**src/mer_pkg.sv**
```systemverilog
// Package for the midpoint ellipse rasterizer: field widths, stream packing,
// operation codes and the command and status types between controller and datapath.
// No dependencies.
package mer_pkg;

    localparam int COORD_W = 12;
    localparam int RAD_W   = 11;
    localparam int PIX_W   = COORD_W + 2;
    localparam int SQ_W    = 2 * RAD_W;
    localparam int X_W     = RAD_W + 3;
    localparam int A_W     = X_W + 1;
    localparam int MB_W    = 2 * A_W;
    localparam int PROD_W  = SQ_W + MB_W;
    localparam int TERM_W  = SQ_W + X_W + 2;
    localparam int DEC_W   = PROD_W + 4;

    localparam int S_FIELDS_W = 2 * COORD_W + 2 * RAD_W;
    localparam int S_TDATA_W  = ((S_FIELDS_W + 7) / 8) * 8;
    localparam int M_FIELDS_W = 2 * PIX_W;
    localparam int M_TDATA_W  = ((M_FIELDS_W + 7) / 8) * 8;
    localparam int M_PAD_W    = M_TDATA_W - M_FIELDS_W;

    localparam int PIX_PER_ITEM = 4;
    localparam int IDX_W        = $clog2(PIX_PER_ITEM);
    localparam logic [IDX_W-1:0] LAST_IDX = IDX_W'(PIX_PER_ITEM - 1);

    localparam logic OP_START = 1'b0;
    localparam logic OP_STEP  = 1'b1;

    typedef enum logic [4:0] {
        DP_NOP,
        DP_LOAD,
        DP_SQX,
        DP_SQY,
        DP_MRY,
        DP_AINIT,
        DP_ASUB,
        DP_RND,
        DP_MAA,
        DP_MPA,
        DP_MBB,
        DP_MPB,
        DP_MRR,
        DP_UPD1,
        DP_UPD2,
        DP_DECX,
        DP_DECY,
        DP_EMIT
    } t_dp_op;

    typedef struct packed {
        t_dp_op           op;
        logic [IDX_W-1:0] idx;
    } t_dp_cmd;

    typedef struct packed {
        logic xt_lt_yt;
        logic y_zero;
        logic out_free;
    } t_dp_stat;

endpackage

```
**src/mer_datapath.sv**
```systemverilog
// Datapath of the midpoint ellipse rasterizer: ellipse state, shared multiplier,
// decision accumulator and the registered output stage of the master stream.
// Depends on mer_pkg.
module mer_datapath (
    input  logic                        i_clk,
    input  logic                        i_rst_n,
    input  mer_pkg::t_dp_cmd            i_cmd,
    input  logic [mer_pkg::S_TDATA_W-1:0] i_s_data,
    input  logic                        i_m_ready,
    output mer_pkg::t_dp_stat           o_stat,
    output logic                        o_m_valid,
    output logic [mer_pkg::M_TDATA_W-1:0] o_m_data,
    output logic                        o_m_last,
    output logic                        o_m_done
);
    import mer_pkg::*;

    logic [COORD_W-1:0]       r_cx;
    logic [COORD_W-1:0]       r_cy;
    logic [RAD_W-1:0]         r_rx;
    logic [RAD_W-1:0]         r_ry;
    logic [SQ_W-1:0]          r_rx2;
    logic [SQ_W-1:0]          r_ry2;
    logic [X_W-1:0]           r_x;
    logic [RAD_W-1:0]         r_y;
    logic signed [TERM_W-1:0] r_xterm;
    logic signed [TERM_W-1:0] r_yterm;
    logic signed [DEC_W-1:0]  r_d;
    logic signed [DEC_W-1:0]  r_acc;
    logic [PROD_W-1:0]        r_prod;
    logic                     r_use_x;
    logic                     r_use_y;
    logic                     r_m_valid;
    logic [PIX_W-1:0]         r_pix_x;
    logic [PIX_W-1:0]         r_pix_y;
    logic                     r_last;
    logic                     r_done;

    logic [SQ_W-1:0]          mul_a;
    logic [MB_W-1:0]          mul_b;
    logic                     mul_en;
    logic [A_W-1:0]           a_val;
    logic [RAD_W-1:0]         b_val;
    logic signed [TERM_W-1:0] ry2_2;
    logic signed [TERM_W-1:0] rx2_2;
    logic signed [DEC_W-1:0]  rnd_sum;
    logic signed [DEC_W-1:0]  rnd_val;
    logic                     d_neg;
    logic                     d_pos;
    logic [PIX_W-1:0]         pcx;
    logic [PIX_W-1:0]         pcy;
    logic [PIX_W-1:0]         px;
    logic [PIX_W-1:0]         py;
    logic [PIX_W-1:0]         pix_x;
    logic [PIX_W-1:0]         pix_y;

    assign a_val   = {r_x, 1'b1};
    assign b_val   = r_y - RAD_W'(1);
    assign ry2_2   = TERM_W'({r_ry2, 1'b0});
    assign rx2_2   = TERM_W'({r_rx2, 1'b0});
    assign d_neg   = r_d[DEC_W-1];
    assign d_pos   = !d_neg && (r_d != '0);
    assign rnd_sum = r_acc + $signed(DEC_W'(r_acc[DEC_W-1] ? 1 : 2));
    assign rnd_val = rnd_sum >>> 2;

    always_comb begin
        mul_a  = '0;
        mul_b  = '0;
        mul_en = 1'b1;
        unique case (i_cmd.op)
            DP_SQX: begin
                mul_a = SQ_W'(r_rx);
                mul_b = MB_W'(r_rx);
            end
            DP_SQY: begin
                mul_a = SQ_W'(r_ry);
                mul_b = MB_W'(r_ry);
            end
            DP_MRY: begin
                mul_a = r_rx2;
                mul_b = MB_W'(r_ry);
            end
            DP_MAA: begin
                mul_a = SQ_W'(a_val);
                mul_b = MB_W'(a_val);
            end
            DP_MPA: begin
                mul_a = r_ry2;
                mul_b = r_prod[MB_W-1:0];
            end
            DP_MBB: begin
                mul_a = SQ_W'(b_val);
                mul_b = MB_W'(b_val);
            end
            DP_MPB: begin
                mul_a = r_rx2;
                mul_b = r_prod[MB_W-1:0];
            end
            DP_MRR: begin
                mul_a = r_rx2;
                mul_b = MB_W'(r_ry2);
            end
            default: begin
                mul_en = 1'b0;
            end
        endcase
    end

    always_ff @(posedge i_clk) begin
        if (mul_en) begin
            r_prod <= mul_a * mul_b;
        end
        unique case (i_cmd.op)
            DP_NOP: ;
            DP_LOAD: begin
                r_cx    <= i_s_data[COORD_W-1:0];
                r_cy    <= i_s_data[2*COORD_W-1:COORD_W];
                r_rx    <= i_s_data[2*COORD_W+RAD_W-1:2*COORD_W];
                r_ry    <= i_s_data[2*COORD_W+2*RAD_W-1:2*COORD_W+RAD_W];
                r_x     <= '0;
                r_y     <= i_s_data[2*COORD_W+2*RAD_W-1:2*COORD_W+RAD_W];
                r_xterm <= '0;
            end
            DP_SQX: ;
            DP_SQY: begin
                r_rx2 <= r_prod[SQ_W-1:0];
            end
            DP_MRY: begin
                r_ry2 <= r_prod[SQ_W-1:0];
            end
            DP_AINIT: begin
                r_acc   <= $signed(DEC_W'(r_rx2)) + $signed(DEC_W'({r_ry2, 2'b00}));
                r_yterm <= TERM_W'({r_prod, 1'b0});
            end
            DP_ASUB: begin
                r_acc <= r_acc - $signed(DEC_W'({r_prod, 2'b00}));
            end
            DP_RND: begin
                r_d <= rnd_val;
            end
            DP_MAA: ;
            DP_MPA: ;
            DP_MBB: begin
                r_acc <= $signed(DEC_W'(r_prod));
            end
            DP_MPB: ;
            DP_MRR: begin
                r_acc <= r_acc + $signed(DEC_W'({r_prod, 2'b00}));
            end
            DP_UPD1: begin
                r_x     <= r_x + X_W'(1);
                r_xterm <= r_xterm + ry2_2;
                if (!d_neg) begin
                    r_y     <= r_y - RAD_W'(1);
                    r_yterm <= r_yterm - rx2_2;
                end
                r_use_x <= 1'b1;
                r_use_y <= !d_neg;
                r_acc   <= r_d + $signed(DEC_W'(r_ry2));
            end
            DP_UPD2: begin
                r_y     <= r_y - RAD_W'(1);
                r_yterm <= r_yterm - rx2_2;
                if (!d_pos) begin
                    r_x     <= r_x + X_W'(1);
                    r_xterm <= r_xterm + ry2_2;
                end
                r_use_x <= !d_pos;
                r_use_y <= 1'b1;
                r_acc   <= r_d + $signed(DEC_W'(r_rx2));
            end
            DP_DECX: begin
                if (r_use_x) begin
                    r_acc <= r_acc + DEC_W'(r_xterm);
                end
            end
            DP_DECY: begin
                r_d <= r_use_y ? r_acc - DEC_W'(r_yterm) : r_acc;
            end
            DP_EMIT: begin
                r_pix_x <= pix_x;
                r_pix_y <= pix_y;
                r_last  <= (i_cmd.idx == LAST_IDX);
                r_done  <= (i_cmd.idx == LAST_IDX) && (r_y == '0);
            end
        endcase
    end

    assign pcx   = PIX_W'(r_cx);
    assign pcy   = PIX_W'(r_cy);
    assign px    = PIX_W'(r_x);
    assign py    = PIX_W'(r_y);
    assign pix_x = i_cmd.idx[0] ? pcx - px : pcx + px;
    assign pix_y = i_cmd.idx[1] ? pcy - py : pcy + py;

    always_ff @(posedge i_clk) begin
        if (!i_rst_n) begin
            r_m_valid <= 1'b0;
        end else if (i_cmd.op == DP_EMIT) begin
            r_m_valid <= 1'b1;
        end else if (i_m_ready) begin
            r_m_valid <= 1'b0;
        end
    end

    assign o_stat.xt_lt_yt = (r_xterm < r_yterm);
    assign o_stat.y_zero   = (r_y == '0);
    assign o_stat.out_free = !r_m_valid || i_m_ready;

    assign o_m_valid = r_m_valid;
    assign o_m_data  = {{M_PAD_W{1'b0}}, r_pix_y, r_pix_x};
    assign o_m_last  = r_last;
    assign o_m_done  = r_done;

endmodule

```
**src/mer_ctrl.sv**
```systemverilog
// Controller of the midpoint ellipse rasterizer: sequences setup, region steps
// and pixel emission, and issues one datapath command per cycle.
// Depends on mer_pkg.
module mer_ctrl (
    input  logic              i_clk,
    input  logic              i_rst_n,
    input  logic              i_s_valid,
    input  logic              i_op,
    input  mer_pkg::t_dp_stat i_stat,
    output logic              o_s_ready,
    output mer_pkg::t_dp_cmd  o_cmd
);
    import mer_pkg::*;

    typedef enum logic [4:0] {
        S_IDLE,
        S_SQX,
        S_SQY,
        S_MRY,
        S_AINIT,
        S_ASUB,
        S_RND,
        S_MAA,
        S_MPA,
        S_MBB,
        S_MPB,
        S_MRR,
        S_UPD1,
        S_UPD2,
        S_DECX,
        S_DECY,
        S_EMIT
    } t_state;

    t_state           r_state;
    logic             r_busy;
    logic             r_region2;
    logic [IDX_W-1:0] r_idx;
    logic             accept;

    assign o_s_ready = (r_state == S_IDLE);
    assign accept    = i_s_valid && o_s_ready;

    always_comb begin
        o_cmd.op  = DP_NOP;
        o_cmd.idx = r_idx;
        unique case (r_state)
            S_IDLE: begin
                if (accept && i_op == OP_START) begin
                    o_cmd.op = DP_LOAD;
                end
            end
            S_SQX:   o_cmd.op = DP_SQX;
            S_SQY:   o_cmd.op = DP_SQY;
            S_MRY:   o_cmd.op = DP_MRY;
            S_AINIT: o_cmd.op = DP_AINIT;
            S_ASUB:  o_cmd.op = DP_ASUB;
            S_RND:   o_cmd.op = DP_RND;
            S_MAA:   o_cmd.op = DP_MAA;
            S_MPA:   o_cmd.op = DP_MPA;
            S_MBB:   o_cmd.op = DP_MBB;
            S_MPB:   o_cmd.op = DP_MPB;
            S_MRR:   o_cmd.op = DP_MRR;
            S_UPD1:  o_cmd.op = DP_UPD1;
            S_UPD2:  o_cmd.op = DP_UPD2;
            S_DECX:  o_cmd.op = DP_DECX;
            S_DECY:  o_cmd.op = DP_DECY;
            S_EMIT: begin
                if (i_stat.out_free) begin
                    o_cmd.op = DP_EMIT;
                end
            end
        endcase
    end

    always_ff @(posedge i_clk) begin
        if (!i_rst_n) begin
            r_state   <= S_IDLE;
            r_busy    <= 1'b0;
            r_region2 <= 1'b0;
            r_idx     <= '0;
        end else begin
            unique case (r_state)
                S_IDLE: begin
                    if (accept) begin
                        priority if (i_op == OP_START) begin
                            r_state   <= S_SQX;
                            r_busy    <= 1'b1;
                            r_region2 <= 1'b0;
                        end else if (!r_busy) begin
                            r_state <= S_IDLE;
                        end else if (!r_region2 && i_stat.xt_lt_yt) begin
                            r_state <= S_UPD1;
                        end else if (!r_region2) begin
                            r_state   <= S_MAA;
                            r_region2 <= 1'b1;
                        end else begin
                            r_state <= S_UPD2;
                        end
                    end
                end
                S_SQX:   r_state <= S_SQY;
                S_SQY:   r_state <= S_MRY;
                S_MRY:   r_state <= S_AINIT;
                S_AINIT: r_state <= S_ASUB;
                S_ASUB:  r_state <= S_RND;
                S_RND: begin
                    r_idx   <= '0;
                    r_state <= r_region2 ? S_UPD2 : S_EMIT;
                end
                S_MAA:   r_state <= S_MPA;
                S_MPA:   r_state <= S_MBB;
                S_MBB:   r_state <= S_MPB;
                S_MPB:   r_state <= S_MRR;
                S_MRR:   r_state <= S_ASUB;
                S_UPD1:  r_state <= S_DECX;
                S_UPD2:  r_state <= S_DECX;
                S_DECX:  r_state <= S_DECY;
                S_DECY: begin
                    r_idx   <= '0;
                    r_state <= S_EMIT;
                end
                S_EMIT: begin
                    if (i_stat.out_free) begin
                        if (r_idx == LAST_IDX) begin
                            r_state <= S_IDLE;
                            if (i_stat.y_zero) begin
                                r_busy <= 1'b0;
                            end
                        end else begin
                            r_idx <= r_idx + IDX_W'(1);
                        end
                    end
                end
            endcase
        end
    end

endmodule

```
**src/midpoint_ellipse_rasterizer_core.sv**
```systemverilog
// Top level of the midpoint ellipse rasterizer: joins the controller and the datapath.
// Depends on mer_pkg, mer_ctrl and mer_datapath.
//
// Usage: each slave-stream transaction is one command. tuser bit 0 selects start
// (0) or step (1); tdata carries center_x, center_y, radius_x, radius_y, used on
// start only. A start loads the ellipse and emits the four mirrored points of
// (0, radius_y); each step runs one midpoint iteration and emits four mirrored
// pixels. A step after the ellipse is finished emits nothing. Every pixel leaves
// as one master-stream transaction: tdata holds pixel_x and pixel_y, tlast marks
// the fourth pixel of a run and tuser bit 0 flags the end of the ellipse.
// A start runs squares, decision setup and rounding before its pixels, a step its
// update and decision states, and the first region-two step also recomputes the
// decision value, since the single shared multiplier forms the squares and the
// region-two decision value one product per cycle. Pixels leave one per cycle
// unless stalled. Commands are taken one at a time; tready rises again once the
// last pixel sits in the output register. A stalled receiver holds the output
// register and the emission sequence. Reset (synchronous, active low) empties
// the output register and leaves no ellipse in progress.
module midpoint_ellipse_rasterizer_core (
    input  logic                          i_clk,
    input  logic                          i_rst_n,
    input  logic                          i_s_axis_tvalid,
    output logic                          o_s_axis_tready,
    // tdata: center_x, center_y, radius_x, radius_y, zero padding
    input  logic [mer_pkg::S_TDATA_W-1:0] i_s_axis_tdata,
    // tuser: op
    input  logic [0:0]                    i_s_axis_tuser,
    output logic                          o_m_axis_tvalid,
    input  logic                          i_m_axis_tready,
    // tdata: pixel_x, pixel_y, zero padding
    output logic [mer_pkg::M_TDATA_W-1:0] o_m_axis_tdata,
    output logic                          o_m_axis_tlast,
    // tuser: done_res
    output logic [0:0]                    o_m_axis_tuser
);
    import mer_pkg::*;

    t_dp_cmd  cmd;
    t_dp_stat stat;

    mer_ctrl u_ctrl (
        .i_clk     (i_clk),
        .i_rst_n   (i_rst_n),
        .i_s_valid (i_s_axis_tvalid),
        .i_op      (i_s_axis_tuser[0]),
        .i_stat    (stat),
        .o_s_ready (o_s_axis_tready),
        .o_cmd     (cmd)
    );

    mer_datapath u_datapath (
        .i_clk     (i_clk),
        .i_rst_n   (i_rst_n),
        .i_cmd     (cmd),
        .i_s_data  (i_s_axis_tdata),
        .i_m_ready (i_m_axis_tready),
        .o_stat    (stat),
        .o_m_valid (o_m_axis_tvalid),
        .o_m_data  (o_m_axis_tdata),
        .o_m_last  (o_m_axis_tlast),
        .o_m_done  (o_m_axis_tuser[0])
    );

endmodule
```
**config.mk**
```make
export PLATFORM = sky130hd
export DESIGN_NAME = midpoint_ellipse_rasterizer_core
export DESIGN_NICKNAME = d
export VERILOG_FILES = /design/src/mer_pkg.sv /design/src/mer_datapath.sv /design/src/mer_ctrl.sv /design/src/midpoint_ellipse_rasterizer_core.sv
export SDC_FILE = /design/constraint.sdc
export NUM_CORES = 2
export LEC_CHECK = 0
export BUFFER_PORTS_ARGS = -buffer_cell sky130_fd_sc_hd__buf_2
export CAP_MARGIN = 15
export CORE_ASPECT_RATIO = 1.4
export CORE_MARGIN = 2
export CORE_UTILIZATION = 60
export CTS_CLUSTER_DIAMETER = 120
export DETAILED_ROUTE_END_ITERATION = 8
export GPL_ROUTABILITY_DRIVEN = 0
export HOLD_SLACK_MARGIN = 0.08
export PLACE_DENSITY = 0.81
export RECOVER_POWER = 100
export SLEW_MARGIN = 20
export SYNTH_ARGS = -nofsm -noshare
export SYNTH_HDL_FRONTEND = slang
export SYNTH_SLANG_ARGS = --single-unit
export TNS_END_PERCENT = 1
```
**constraint.sdc**
```tcl
create_clock -name i_clk -period 13.2 [get_ports i_clk]
set_clock_uncertainty 0.15 [all_clocks]
set_input_delay 1.98 -clock i_clk [delete_from_list [all_inputs] [get_ports i_clk]]
set_output_delay 1.98 -clock i_clk [all_outputs]
set_load 0.005 [all_outputs]
```
==> metrics.yaml <==
synthesis:
  syn_avg_cell_area_um2: 8.63
  synth_seq_cells: 395
  synth_ff_type: "edfxtp_1"
  synth_cell_types: 78
  synthArstFlopShare: 0
  synth-seq-area-share: 0.211
  syn_area_um2: 55800
  synth_edf_count: 385
  synth_top_cell_by_area: "edfxtp_1"
  synth_top_area_frac: 0.207
  synth_cells: 6464
  synth_top_cells_by_area: "edfxtp_1 (21%), fa_1 (20%), ha_1 (11%), inv_1 (5.6%), nand2_1 (5.5%)"
  ys_warn_count: 0
sta:
  fmax_mhz: 81.5
  fin_crit_sh: 0.930
  setup_viol: 0
  hold_viol: 0
  period_needed_ns: 12.27
  rsz0062_at_grt: "false"
  slew-limit-headroom: -1.55
  timing.setup.tns_ns: 0
  timing.final.max_slew_violations: 681
  tightest_slew_ns: 3.82
layout:
  final_cell_mix: "inv_1 (833), nand2_1 (824), nor2_1 (570)"
  fill_cells: 7468
  layout_commonest_cell: "inv_1"
  area_growth_pct: 5.59
  drive_gt1_frac: 0.0350
  finalNetCount: 7525
setup_path:
  path_buf_inv: 6
  crit_required_ns: 13.43
  cp_top_family: "adder cells"
  crit_arrival_ns: 12.51
  slowest_stage: "nand3_1"
  reg2regPathDepth: 30
  end_kind: "register"
  path_max_fanout: 22
  cp-start-kind: "register"
  cpMostUsedCell: "fa_1"
  cp.depth: 30
  critPathKind: "reg2reg"
  critPathMaxStageDelay_ns: 1.10
floorplanning:
  die-area_um2: 95500
  ios: 89
  design.core.area_um2: 92300
  die_h_um: 365
  die_w_um: 262
  start_util: 0.604
  num_rows: 132
cts:
  hold_buffers: 0
  htree_levels: 2
  clk_pin_slew_ns: 0.06
  cts_buffers: 46
  cts-resized-gates: 0
  cts_buffer_depth: 3
  post-cts-setup-buffers: 0
  cts-root-buf: "clkbuf_16"
  cts_tree: "done"
  clkSinkCount: 395
  clkLatencyLatePin_ns: 0.65
flow_run:
  max_cap_violations: 16
detailed_routing:
  route.detailed.drc: 1
  drtPass1Iterations: 9
  drt-vias-per-instance: 6.62
  drt-initial-drc-count: 6179
  totalWireLength_um: 189000
  ant_nets: 0
  wl_per_cell_um: 24.6
  vias: 50700
global_routing:
  grtUsageTotal: 0.396
  antenna_found_initial: 7
  grt_max_degree: 63
  grt_overflow: 0
  grt_pass1_wl_um: 287000
  grt_pass1_vias: 51200
outcome:
  status: "finished, violations left"
  violations: "design-rule violations, max-capacitance violations, max-slew violations"
power:
  p_leak_nw: 26.1
  peakVddDrop_v: 0.000111
  power_density_nw_per_um2: 80.9
  design_power_total_mw: 4.77
min_path:
  hold_path_class: "reg2reg"
  hold_depth: 2
placed_design:
  dp_hpwl_um: 143000
  io_buffers: 82
==> report_power, final <==
| part | switching, mW | internal (mW) |
|---|---|---|
| registers | 0.196 | 1.52 |
| clock network | 0.609 | 0.814 |
| logic | 1.06 | 0.571 |
| total | 1.86 | 2.91 |
==> layout make-up <==
type	count	area, um2	area share
Antenna cell	1	2.50	0.0000425
Multi-Input combinational cell	4962	39900	0.677
Sequential cell	395	11800	0.200
Clock inverter	34	447	0.00758
Tap cell	1206	1510	0.0256
Timing Repair Buffer	173	957	0.0162
Inverter	836	3140	0.0533
Clock buffer	50	1190	0.0201
==> Yosys cell counts (54+ instances only) <==
master,number
inv_1,834
a21o_1,179
ha_1,491
a21oi_1,362
xnor2_1,289
nor2b_1,56
nor2_1,575
clkbuf_1,239
xor2_1,160
nor3_1,111
nand3_1,120
edfxtp_1,385
o21ai_0,300
nand2_1,824
o21bai_1,55
fa_1,567
and3_1,54
nand4_1,72
==> flip-flops by register name, indices dropped and copies added, names as in the netlist, 2 cells and up <==
signal              count
u_ctrl.r_idx            2
u_ctrl.r_state          5
u_datapath.px          14
u_datapath.r_acc       56
u_datapath.r_cx        12
u_datapath.r_cy        12
u_datapath.r_d         56
u_datapath.r_pix_x     14
u_datapath.r_pix_y     14
u_datapath.r_prod      52
u_datapath.r_rx        11
u_datapath.r_rx2       22
u_datapath.r_ry        11
u_datapath.r_ry2       22
u_datapath.r_xterm     37
u_datapath.r_y         11
u_datapath.r_yterm     37
==> worst paths after layout <==
check	start	to	slack [ns]
worst max register to register	u_ctrl.r_state[0]$_SDFFE_PN0P_	u_datapath.r_prod[51]$_DFFE_PP_	0.93
worst min-delay path	u_ctrl.r_busy$_SDFFE_PN0P_	u_ctrl.r_state[0]$_SDFFE_PN0P_	0.40
worst max-delay path	u_ctrl.r_state[0]$_SDFFE_PN0P_	u_datapath.r_prod[51]$_DFFE_PP_	0.93
worst min register to register	u_ctrl.r_busy$_SDFFE_PN0P_	u_ctrl.r_state[0]$_SDFFE_PN0P_	0.40
==> kinds of logic after synthesis <==
logic type                 synth area share
muxes                               0.00816
DFF                                   0.211
AOI/OAI and AO/OA                     0.158
buffers and inverters                0.0752
adders and majority gates             0.314
and+or+nand+nor                       0.163
other                             0.0000672
xor gates and xnor gates             0.0708
==> worst min-delay path, stage by stage, from the launching register on <==
cell and delay (ns):
dfxtp_1 0.30, o21ai_0 0.15, a21oi_1 0.04
==> per-layer routing <==
metal  routed length [um]  vias up  global-route usage
met5                   30        -                   0
met4                19400        6               0.327
met3                23800     1152               0.119
met2                83800     3469               0.617
met1                61600    24200               0.445
li1                     -    21900                   -
==> stage by stage <==
stage / cell area [um2] / hold WS [ns] / setup slack, ns / std cells / util
2_1_floorplan: 55800 / 0.289 / 3.03 / 6467 / -
3_3_place_gp: 57400 / 0.376 / 2.30 / 7569 / 0.622
3_5_place_dp: 57400 / 0.389 / 2.15 / 7569 / 0.622
4_1_cts: 59100 / 0.396 / 2.16 / 7653 / 0.640
5_1_grt: 58900 / 0.407 / 0.737 / 7656 / 0.638
6_report: 58900 / 0.395 / 0.927 / 7657 / 0.638
(Power assumes the default switching activity.)
